===== config.mk =====
export PLATFORM = sky130hd
export DESIGN_NAME = pwm_capture_duty_frequency
export DESIGN_NICKNAME = d
export VERILOG_FILES = /design/src/design/pcdf_pkg.sv /design/src/design/pcdf_seq.sv /design/src/design/pcdf_div.sv /design/src/design/pwm_capture_duty_frequency.sv
export SDC_FILE = /design/constraint.sdc
export NUM_CORES = 1
export LEC_CHECK = 0
export BUFFER_PORTS_ARGS = -buffer_cell sky130_fd_sc_hd__buf_2
export CORE_MARGIN = 10
export CORE_UTILIZATION = 45
export DETAILED_ROUTE_END_ITERATION = 12
export GPL_ROUTABILITY_DRIVEN = 0
export PLACE_DENSITY = 0.74
export SLEW_MARGIN = 15
export SYNTH_ARGS = -nofsm -noshare
export SYNTH_HDL_FRONTEND = slang
export SYNTH_SLANG_ARGS = --single-unit

===== constraint.sdc =====
create_clock -name clk -period 4 [get_ports clk]
set_input_delay 0.4 -clock clk [delete_from_list [all_inputs] [get_ports clk]]
set_output_delay 0.4 -clock clk [all_outputs]
set_load 0.01 [all_outputs]

===== src/design/pcdf_pkg.sv =====
// Shared types and constants for the PWM duty and frequency capture block.
// No dependencies; every other file in the design imports this package.
package pcdf_pkg;

    // capture counter and field widths
    localparam int CNT_W    = 16;
    localparam int PER_W    = CNT_W + 1;
    localparam int RATE_W   = 24;
    localparam int DUTY_W   = 7;

    // bit-serial divider sizing
    localparam int DIV_W     = 24;
    localparam int DIV_CNT_W = 5;

    // command codes
    localparam logic CMD_ARM  = 1'b0;
    localparam logic CMD_EDGE = 1'b1;

    localparam logic [RATE_W-1:0] TICK_RATE_RESET = 24'd1000000;

    typedef struct packed {
        logic             cmd;
        logic [CNT_W-1:0] capture_time;
        logic             edge_rising;
    } in_item_t;

    typedef struct packed {
        logic [DUTY_W-1:0] duty_percent;
        logic [RATE_W-1:0] frequency_hz;
        logic [CNT_W-1:0]  high_ticks;
        logic [PER_W-1:0]  period_ticks;
        logic              zero_period;
    } out_item_t;

    // finished edge sequence handed from the sequencer to the top level
    typedef struct packed {
        logic             fire;
        logic [CNT_W-1:0] high;
        logic [PER_W-1:0] period;
    } meas_t;

    typedef enum logic [1:0] {
        PH_IDLE,
        PH_RISE1,
        PH_FALL,
        PH_RISE2
    } phase_t;

    typedef enum logic [2:0] {
        ST_IDLE,
        ST_LOAD,
        ST_DUTY,
        ST_FREQ,
        ST_HOLD
    } calc_state_t;

endpackage


===== src/design/pcdf_seq.sv =====
// Edge sequencer: tracks arm, first rise, fall and second rise, keeps the
// timestamps and produces high time and period. Depends on pcdf_pkg.
module pcdf_seq (
    input  logic              clk,
    input  logic              rst_n,
    input  logic              accept,
    input  pcdf_pkg::in_item_t item,
    output pcdf_pkg::meas_t   meas
);
    import pcdf_pkg::*;

    phase_t           phase_reg, phase_next;
    logic [CNT_W-1:0] first_rise_reg, first_rise_next;
    logic [CNT_W-1:0] fall_reg, fall_next;
    logic [CNT_W-1:0] high_reg, high_next;
    logic [PER_W-1:0] period_reg, period_next;
    logic [CNT_W-1:0] high_calc;
    logic [CNT_W-1:0] low_calc;
    logic             fire;

    // differences modulo the counter width
    assign high_calc = fall_reg - first_rise_reg;
    assign low_calc  = item.capture_time - fall_reg;

    // phase register and timestamps
    always_ff @(posedge clk or negedge rst_n)
    begin
        if (!rst_n)
        begin
            phase_reg      <= PH_IDLE;
            first_rise_reg <= '0;
            fall_reg       <= '0;
            high_reg       <= '0;
            period_reg     <= '0;
        end
        else
        begin
            phase_reg      <= phase_next;
            first_rise_reg <= first_rise_next;
            fall_reg       <= fall_next;
            high_reg       <= high_next;
            period_reg     <= period_next;
        end
    end

    // next phase; wrong polarity edges leave everything as is
    always_comb
    begin
        phase_next      = phase_reg;
        first_rise_next = first_rise_reg;
        fall_next       = fall_reg;
        high_next       = high_reg;
        period_next     = period_reg;
        fire            = 1'b0;
        if (accept)
        begin
            if (item.cmd == CMD_ARM)
            begin
                phase_next = PH_RISE1;
            end
            else
            begin
                unique case (phase_reg)
                    PH_IDLE:
                    begin
                        phase_next = PH_IDLE;
                    end
                    PH_RISE1:
                    begin
                        if (item.edge_rising)
                        begin
                            first_rise_next = item.capture_time;
                            phase_next      = PH_FALL;
                        end
                    end
                    PH_FALL:
                    begin
                        if (!item.edge_rising)
                        begin
                            fall_next  = item.capture_time;
                            phase_next = PH_RISE2;
                        end
                    end
                    PH_RISE2:
                    begin
                        if (item.edge_rising)
                        begin
                            high_next   = high_calc;
                            period_next = PER_W'(high_calc) + PER_W'(low_calc);
                            phase_next  = PH_IDLE;
                            fire        = 1'b1;
                        end
                    end
                    default:
                    begin
                        phase_next = PH_IDLE;
                    end
                endcase
            end
        end
    end

    assign meas.fire   = fire;
    assign meas.high   = high_reg;
    assign meas.period = period_reg;

endmodule


===== src/design/pcdf_div.sv =====
// Bit-serial restoring divider, one quotient bit per cycle.
// Depends on pcdf_pkg for the dividend, divisor and counter widths.
module pcdf_div (
    input  logic                       clk,
    input  logic                       rst_n,
    input  logic                       start,
    input  logic [pcdf_pkg::DIV_W-1:0] dividend,
    input  logic [pcdf_pkg::PER_W-1:0] divisor,
    output logic                       done,
    output logic [pcdf_pkg::DIV_W-1:0] quotient
);
    import pcdf_pkg::*;

    logic                 busy_reg, busy_next;
    logic                 done_reg, done_next;
    logic [DIV_CNT_W-1:0] cnt_reg, cnt_next;
    logic [DIV_W-1:0]     num_reg, num_next;
    logic [PER_W-1:0]     rem_reg, rem_next;
    logic [PER_W-1:0]     dsr_reg, dsr_next;
    logic [PER_W:0]       trial;
    logic                 ge;

    // shift in the next dividend bit and compare
    assign trial = {rem_reg, num_reg[DIV_W-1]};
    assign ge    = (trial >= {1'b0, dsr_reg});

    always_ff @(posedge clk or negedge rst_n)
    begin
        if (!rst_n)
        begin
            busy_reg <= 1'b0;
            done_reg <= 1'b0;
            cnt_reg  <= '0;
        end
        else
        begin
            busy_reg <= busy_next;
            done_reg <= done_next;
            cnt_reg  <= cnt_next;
        end
    end

    // datapath registers
    always_ff @(posedge clk)
    begin
        num_reg <= num_next;
        rem_reg <= rem_next;
        dsr_reg <= dsr_next;
    end

    // one restoring step per cycle
    always_comb
    begin
        busy_next = busy_reg;
        done_next = 1'b0;
        cnt_next  = cnt_reg;
        num_next  = num_reg;
        rem_next  = rem_reg;
        dsr_next  = dsr_reg;
        if (start)
        begin
            busy_next = 1'b1;
            cnt_next  = DIV_CNT_W'(DIV_W);
            num_next  = dividend;
            rem_next  = '0;
            dsr_next  = divisor;
        end
        else if (busy_reg)
        begin
            num_next = {num_reg[DIV_W-2:0], ge};
            if (ge)
            begin
                rem_next = PER_W'(trial - {1'b0, dsr_reg});
            end
            else
            begin
                rem_next = trial[PER_W-1:0];
            end
            cnt_next = cnt_reg - 1'b1;
            if (cnt_reg == DIV_CNT_W'(1))
            begin
                busy_next = 1'b0;
                done_next = 1'b1;
            end
        end
    end

    assign done     = done_reg;
    assign quotient = num_reg;

endmodule


===== src/design/pwm_capture_duty_frequency.sv =====
// Top level of the PWM duty and frequency capture block.
// Depends on pcdf_pkg, pcdf_seq and pcdf_div.
//
// Arm and edge items are taken one per cycle while no measurement is being
// computed. The edge that closes a sequence (second rise) starts the
// calculation: a load step, then two passes through the single bit-serial
// divider (duty, then frequency), each handing its quotient over, then a
// load of the output register. in_stall stays high while this runs, until
// the output register is loaded. The finished result sits in an output
// register, so further arm and edge items are taken while it waits for
// the consumer; if a second result finishes while the first still waits,
// in_stall stays high until the output register frees up. A zero period
// skips the divider and gives zero duty and frequency. tick_rate_hz
// resets to 1000000 and is written through cfg_wr_en / cfg_wr_data.
module pwm_capture_duty_frequency (
    input  logic                              clk,
    input  logic                              rst_n,
    input  logic                              in_valid,
    output logic                              in_stall,
    input  pcdf_pkg::in_item_t                in_item,
    output logic                              out_valid,
    input  logic                              out_stall,
    output pcdf_pkg::out_item_t               out_item,
    input  logic                              cfg_wr_en,
    input  logic [pcdf_pkg::RATE_W-1:0]       cfg_wr_data
);
    import pcdf_pkg::*;

    calc_state_t       state_reg, state_next;
    logic [RATE_W-1:0] rate_reg;
    logic [DUTY_W-1:0] duty_reg, duty_next;
    logic [RATE_W-1:0] freq_reg, freq_next;
    logic              out_valid_reg;
    out_item_t         out_item_reg;
    logic              in_accept;
    logic              out_load;
    meas_t             meas;
    logic              div_start;
    logic [DIV_W-1:0]  div_dividend;
    logic              div_done;
    logic [DIV_W-1:0]  div_quotient;
    logic [DIV_W-1:0]  high_x100;
    logic              zero_per;

    assign in_stall  = (state_reg != ST_IDLE);
    assign in_accept = in_valid && !in_stall;

    pcdf_seq u_seq (
        .clk    (clk),
        .rst_n  (rst_n),
        .accept (in_accept),
        .item   (in_item),
        .meas   (meas)
    );

    pcdf_div u_div (
        .clk      (clk),
        .rst_n    (rst_n),
        .start    (div_start),
        .dividend (div_dividend),
        .divisor  (meas.period),
        .done     (div_done),
        .quotient (div_quotient)
    );

    // high times 100 as shifted adds
    assign high_x100 = (DIV_W'(meas.high) << 6) + (DIV_W'(meas.high) << 5)
                     + (DIV_W'(meas.high) << 2);
    assign zero_per  = (meas.period == '0);

    // tick rate register
    always_ff @(posedge clk or negedge rst_n)
    begin
        if (!rst_n)
        begin
            rate_reg <= TICK_RATE_RESET;
        end
        else if (cfg_wr_en)
        begin
            rate_reg <= cfg_wr_data;
        end
    end

    // control state and output valid
    always_ff @(posedge clk or negedge rst_n)
    begin
        if (!rst_n)
        begin
            state_reg     <= ST_IDLE;
            out_valid_reg <= 1'b0;
        end
        else
        begin
            state_reg <= state_next;
            if (out_load)
            begin
                out_valid_reg <= 1'b1;
            end
            else if (!out_stall)
            begin
                out_valid_reg <= 1'b0;
            end
        end
    end

    // result payload
    always_ff @(posedge clk)
    begin
        duty_reg <= duty_next;
        freq_reg <= freq_next;
        if (out_load)
        begin
            out_item_reg.duty_percent <= duty_reg;
            out_item_reg.frequency_hz <= freq_reg;
            out_item_reg.high_ticks   <= meas.high;
            out_item_reg.period_ticks <= meas.period;
            out_item_reg.zero_period  <= zero_per;
        end
    end

    // calculation sequence
    always_comb
    begin
        state_next   = state_reg;
        duty_next    = duty_reg;
        freq_next    = freq_reg;
        div_start    = 1'b0;
        div_dividend = high_x100;
        out_load     = 1'b0;
        unique case (state_reg)
            ST_IDLE:
            begin
                if (meas.fire)
                begin
                    state_next = ST_LOAD;
                end
            end
            ST_LOAD:
            begin
                if (zero_per)
                begin
                    duty_next  = '0;
                    freq_next  = '0;
                    state_next = ST_HOLD;
                end
                else
                begin
                    div_start  = 1'b1;
                    state_next = ST_DUTY;
                end
            end
            ST_DUTY:
            begin
                if (div_done)
                begin
                    duty_next    = div_quotient[DUTY_W-1:0];
                    div_dividend = DIV_W'(rate_reg);
                    div_start    = 1'b1;
                    state_next   = ST_FREQ;
                end
            end
            ST_FREQ:
            begin
                if (div_done)
                begin
                    freq_next  = div_quotient[RATE_W-1:0];
                    state_next = ST_HOLD;
                end
            end
            ST_HOLD:
            begin
                if (!out_valid_reg || !out_stall)
                begin
                    out_load   = 1'b1;
                    state_next = ST_IDLE;
                end
            end
            default:
            begin
                state_next = ST_IDLE;
            end
        endcase
    end

    assign out_valid = out_valid_reg;
    assign out_item  = out_item_reg;

endmodule


Yosys cells after proc, flatten, opt, wreduce, memory -nomap -nowiden
Index checks and enable logic that the tools add are counted.
Word-level totals
  bits in registers: 256
  output and inout bits: 67
Cells by class
  add/subtract/negate cells: 7
  magnitude comparators: 1
  reduce and logical (&&, ||, !) cells: 19
  equal/unequal tests: 17
  multiplexer cells: 41
  bitwise logic cells: 1
Operators by type and width (count)
  two-way mux 24 bit: 6
  case mux 24 bit (2 select lines): 1
  subtractor 16 bit: 2
  adder 23 x 18 -> 24 bit: 1
  adder 22 x 21 -> 23 bit: 1
  AND reduction 4 bit: 5
  greater-or-equal comparator 18 x 17 -> 1 bit: 1
  adder 16 x 16 -> 17 bit: 1
  logical NOT 17 bit: 1
  two-way mux 17 bit: 1
  subtractor 17 bit: 1
  two-way mux 1 bit: 16
  two-way mux 3 bit: 5
  case mux 3 bit (5 select lines): 1
  two-way mux 7 bit: 2
  case mux 7 bit (2 select lines): 1
  two-way mux 5 bit: 2
  != test 3 bit, second input constant: 3
  two-way mux 2 bit: 4
  != test 2 x 1 -> 1 bit, second input constant: 4
  case mux 2 bit (4 select lines): 1
  == test 3 x 2 -> 1 bit, second input constant: 2
  AND reduction 3 bit: 2
  nonzero test 2 bit: 3
  15 further kinds: 19

Longest topological paths before layout
  word-level depth: 6
  mapped depth: 19
  gate-level depth less buffers: 19

By module
A second synthesis with hierarchy kept.
Second synthesis, totals
  cells, all modules: 1272
  area, all modules: 14167.3 um2
Modules (own cells, without submodules)
  pwm_capture_duty_frequency: times used 1, area each 5611.6 um2, cells an instance 400
  pcdf_seq: times used 1, area each 4885.9 um2, cells an instance 531
  pcdf_div: times used 1, area each 3669.8 um2, cells an instance 341

Worst setup path after synthesis
OpenSTA, ideal clock, no wires.
  path type: register to register
  start point: reg state_reg[0]
  end point: reg out_item_reg (netlist bit out_item[0]) (enable)
  stages on the path, launching flop included: 4
  period minus slack after synthesis: 4273 ps
  path slack: -273 ps
  arrival time: 3764 ps
  cell sequence: dfrtp_1 > nor2_1 > nand2_1 > a21oi_1
Between the ends
  word-level cells in the longest chain between the ends: 2
RTL lines
  from (decl): RTL line pwm_capture_duty_frequency.sv:29  | calc_state_t state_reg, state_next;
  from (signal assigned): RTL line pwm_capture_duty_frequency.sv:94  | state_reg <= state_next;
  == test 3 bit: RTL line pwm_capture_duty_frequency.sv:130  | unique case (state_reg)
  two-way mux 1 bit: RTL line pwm_capture_duty_frequency.sv:130
  named net out_load: RTL line pwm_capture_duty_frequency.sv:36  | logic out_load;
  to (decl): RTL line pwm_capture_duty_frequency.sv:34  | out_item_t out_item_reg;
The timed path passes the listed nets, and every way through them passes these cells.
A chain may end at the register's enable or synchronous reset.

Worst setup path after layout
  start point: reg u_seq.high_reg[4]
  end point: reg u_div.num_reg[20] (netlist: u_div.quotient[20]) (data pin)
Between the ends
  word-level cells in the longest chain between the ends: 5
RTL lines
  from (decl): RTL line pcdf_seq.sv:15  | logic [CNT_W-1:0] high_reg, high_next;
  from (signal assigned): RTL line pcdf_seq.sv:41  | high_reg <= high_next;
  adder 22 x 21 -> 23 bit: RTL line pwm_capture_duty_frequency.sv:67  | assign high_x100 = (DIV_W'(meas.high) << 6) + (DIV_W'(meas.high) << 5)
  adder 23 x 18 -> 24 bit (*): RTL line pwm_capture_duty_frequency.sv:68  | + (DIV_W'(meas.high) << 2);
  two-way mux 24 bit: RTL line pwm_capture_duty_frequency.sv:154  | if (div_done)
  two-way mux 24 bit (*): RTL line pwm_capture_duty_frequency.sv:130
  two-way mux 24 bit (*): RTL line pcdf_div.sv:60  | if (start)
  named net u_div.num_next[20]: RTL line pcdf_div.sv:17  | logic [DIV_W-1:0] num_reg, num_next;
  to (signal assigned): RTL line pcdf_div.sv:46  | num_reg <= num_next;
  to (decl): RTL line pcdf_div.sv:17
Mark *: on every way through the listed nets, which the timed path passes. The rest lies on a longest branch.

==> impl_metrics.json <==
{
  "path_clk_slew_ns": 0.07,
  "slowest_delay_ns": 0.53,
  "max_freq_mhz": 261,
  "crit_buf_inv": 3,
  "initial_core_util_pct": 45.8,
  "grt_pass1_wl_um": 46800,
  "grt_usage_pct": 15.6,
  "layout.nets": 1443,
  "coreArea_um2": 28900,
  "reg2reg_depth": 16,
  "crit_start": "u_seq.high_reg[4]",
  "cts_root_buf": "clkbuf_16",
  "yosysUniqueCellTypes": 67,
  "status": "completed",
  "finClkSkew_ns": 0.0218,
  "synth_top_area_cell": "edfxtp_1",
  "ir_drop_mv": 0.508,
  "grt_pass1_vias": 8859,
  "ioPinCount": 114,
  "cts-buffers-inserted": 28,
  "crit_arrival_ns": 4.13,
  "maxCapViolations": 0,
  "drive_gt1_share_pct": 20.4,
  "setup_viol_count_final": 0,
  "ys_top_cells_by_area": "edfxtp_1 (31%), dfrtp_1 (18%), ha_1 (8.4%)",
  "reg2reg_from": "u_seq.high_reg[4]",
  "largest_reg_flops": 65,
  "syn_area_per_cell_um2": 11.5,
  "drc_errors": 0,
  "p_seq_share_pct": 28.5,
  "synth_nets": 1306,
  "netlist_area_um2": 13200,
  "dr.first_iter.drc_count": 587,
  "path_class": "reg2reg",
  "worstSetupStartpointType": "flop",
  "yosys_warnings": 0,
  "drt_wl_total_um": 28300,
  "cts_buffer_depth": 3,
  "hold_depth": 3,
  "hold_path_class": "in2reg",
  "post_cts_buffers": 0,
  "synthFlopType": "edfxtp_1",
  "ant_nets": 0,
  "hp-start": "in_item[1]",
  "power_frac_clock_pct": 20.3,
  "async_flop_share_pct": 39.8,
  "row_count": 62,
  "firstDrtPassIters": 5,
  "grt_start_max_net_pins": 66,
  "switchingPower_mw": 5.82,
  "routedWlPerCell_um": 16.7,
  "ys_seq_area_share_pct": 53.1,
  "via_per_inst": 5.25,
  "portBuffers": 113,
  "synth_top_area_share_pct": 31.2,
  "clkLatencyLatePin_ns": 0.56,
  "dpl.hpwl_um": 21200,
  "synth_seq_cells": 256,
  "setup_tns_ns": 0,
  "num_vias": 8903,
  "critPathSlowestCell": "fa_1",
  "worstReg2RegEnd": "u_div.quotient[20]",
  "crit_chain": "inv_1 > fa_1 > inv_1 > ha_1 > fa_1 > a21o_1 > a21o_1 > a21oi_1 > o21ai_0 > a31oi_1 > o21ai_0 > o41ai_1 > buf_4 > xnor2_1 > nor2_1 > a31oi_1",
  "grt_setup_unrepaired": "false",
  "grt.overflow.total": 0,
  "intPower_mw": 8.75,
  "crit_path_max_fanout": 2,
  "switching_share_pct": 40.0,
  "pwr-share-comb_pct": 51.3,
  "netlist_instances": 1153,
  "diodes": 0,
  "dieWidth_um": 191,
  "crit_family": "compound AO/OA/AOI/OAI gates",
  "area.growth.synth_to_final_pct": 17.0,
  "p_leak_nw": 6.84,
  "hold_viol": 0,
  "antenna_found_initial": 0,
  "relSlewSlack_pct": 23.6,
  "r2r_setup_slack_ns": 0.17,
  "post-route-min-period_ns": 3.83,
  "power_density_nw_per_um2": 943,
  "cp.required_ns": 4.30,
  "whs_endpoint": "u_seq.fall_reg[0]",
  "worst_pin_slew_ns": 1.14,
  "fin_crit_sh_pct": 95.7,
  "end_kind": "flop",
  "h-tree-depth": 1,
  "die_area_um2": 36600,
  "fp.dieH_um": 191,
  "slew_viol_final": 0,
  "fin_util_pct": 53.5,
  "synth_edf_count": 137,
  "cts_tree": "built",
  "cts_sinks": 256
}
## cells in the final DEF (no fill, tap or decap), drive strengths merged, types with 21 or more instances in the layout
cell	netlist	final
ha	89	89
nand2	103	103
clkbuf	27	29
a21oi	56	56
edfxtp	137	137
and2	36	36
a21o	22	22
xor2	21	21
o21ai	80	80
inv	84	90
nor2	78	78
buf	4	137
dfrtp	95	95
mux2	59	59
xnor2	47	47
## worst max path at each step
stage                            to  slack [ns]  cells after the start
2_1_floorplan  u_seq.period_reg[16]        0.30                     18
3_3_place_gp   u_seq.period_reg[16]        0.15                     19
6_report         u_div.quotient[20]        0.17                     16
4_1_cts        u_seq.period_reg[16]        0.06                     19
5_1_grt        u_seq.period_reg[15]       0.001                     18
3_5_place_dp   u_seq.period_reg[16]        0.01                     19
## tightest hold or removal path, delay by kind of cell
kind            cells  cell delay (ns)
compound gates      1             0.06
buf+inv             1             0.09
simple gates        1             0.04
## power by group through the flow
stage                     sequential [mW]  clock [mW]  combinational, mW
after global routing                 4.24        3.14               8.37
after floorplan                      3.99           0               5.72
after CTS                            4.16        3.00               7.43
after detailed placement             4.20           0               7.33
after global placement               4.17           0               7.14
final                                4.15        2.95               7.47
## what timing repair did
item | in CTS | in global routing
endpoints found under the setup margin | 1 | 4
hold endpoints to repair | 17 | 0
hold buffers | 1 | 0
pin swaps | 0 | 2
gates resized for setup | 1 | 7
## per-layer routing
layer	wire, um	global-route usage (%)	vias up
li1	-	-	4365
met1	12500	20.9	4258
met2	13500	25.5	223
met3	1640	2.61	57
met4	715	4.84	0
met5	0	0	-
## through the flow
step	area, um2	hold slack, ns	instances	setup slack [ns]	power [mW]
finish	15400	0.0632	1696	0.170	14.6
global route	15400	0.0513	1696	0.00123	15.7
CTS	15400	0.0446	1696	0.0587	14.6
detailed placement	14300	0.320	1643	0.0134	11.5
global placement	14300	0.315	1643	0.146	11.3
floorplan	13200	0.104	1153	0.302	9.70
## cell families (layout without fill, tap and decap cells)
logic type               count (synthesis)  after routing  synth area share, %
multiplexers                            76             76                 6.32
XOR/XNOR                                69             69                 4.68
adder cells (fa/ha/maj)                106            106                 11.0
flip-flops                             256            256                 53.1
AO/OA/AOI/OAI                          240            240                 11.2
AND/OR/NAND/NOR                        291            291                 10.4
buffers and inverters                  115            274                 3.33
## final cells by class
| class | count | area, um2 |
|---|---|---|
| Clock buffer | 29 | 726 |
| Fill cell | 2476 | 13400 |
| Tap cell | 384 | 480 |
| Timing Repair Buffer | 138 | 758 |
| Clock inverter | 23 | 372 |
| Inverter | 84 | 315 |
| Multi-Input combinational cell | 782 | 5780 |
| Sequential cell | 256 | 7020 |
## synthesized netlist by cell type (all sizes together) (2+ instances only)
| cell | n |
|---|---|
| a211oi | 6 |
| a21boi | 5 |
| a21o | 22 |
| a21oi | 56 |
| a311oi | 2 |
| a31o | 2 |
| a31oi | 15 |
| and2 | 36 |
| and3 | 5 |
| buf | 4 |
| clkbuf | 27 |
| dfrtp | 95 |
| dfstp | 7 |
| dfxtp | 17 |
| edfxtp | 137 |
| fa | 17 |
| ha | 89 |
| inv | 84 |
| mux2 | 59 |
| mux2i | 17 |
| nand2 | 103 |
| nand2b | 7 |
| nand3 | 13 |
| nand4 | 4 |
| nor2 | 78 |
| nor2b | 12 |
| nor3 | 16 |
| nor3b | 2 |
| nor4 | 6 |
| nor4b | 2 |
| o2111a | 2 |
| o211ai | 3 |
| o21a | 12 |
| o21ai | 80 |
| o21bai | 7 |
| o22ai | 10 |
| o31a | 2 |
| o31ai | 3 |
| o41ai | 2 |
| or3 | 3 |
| xnor2 | 47 |
| xor2 | 21 |
No activity file was read; power rests on OpenSTA's default activity.
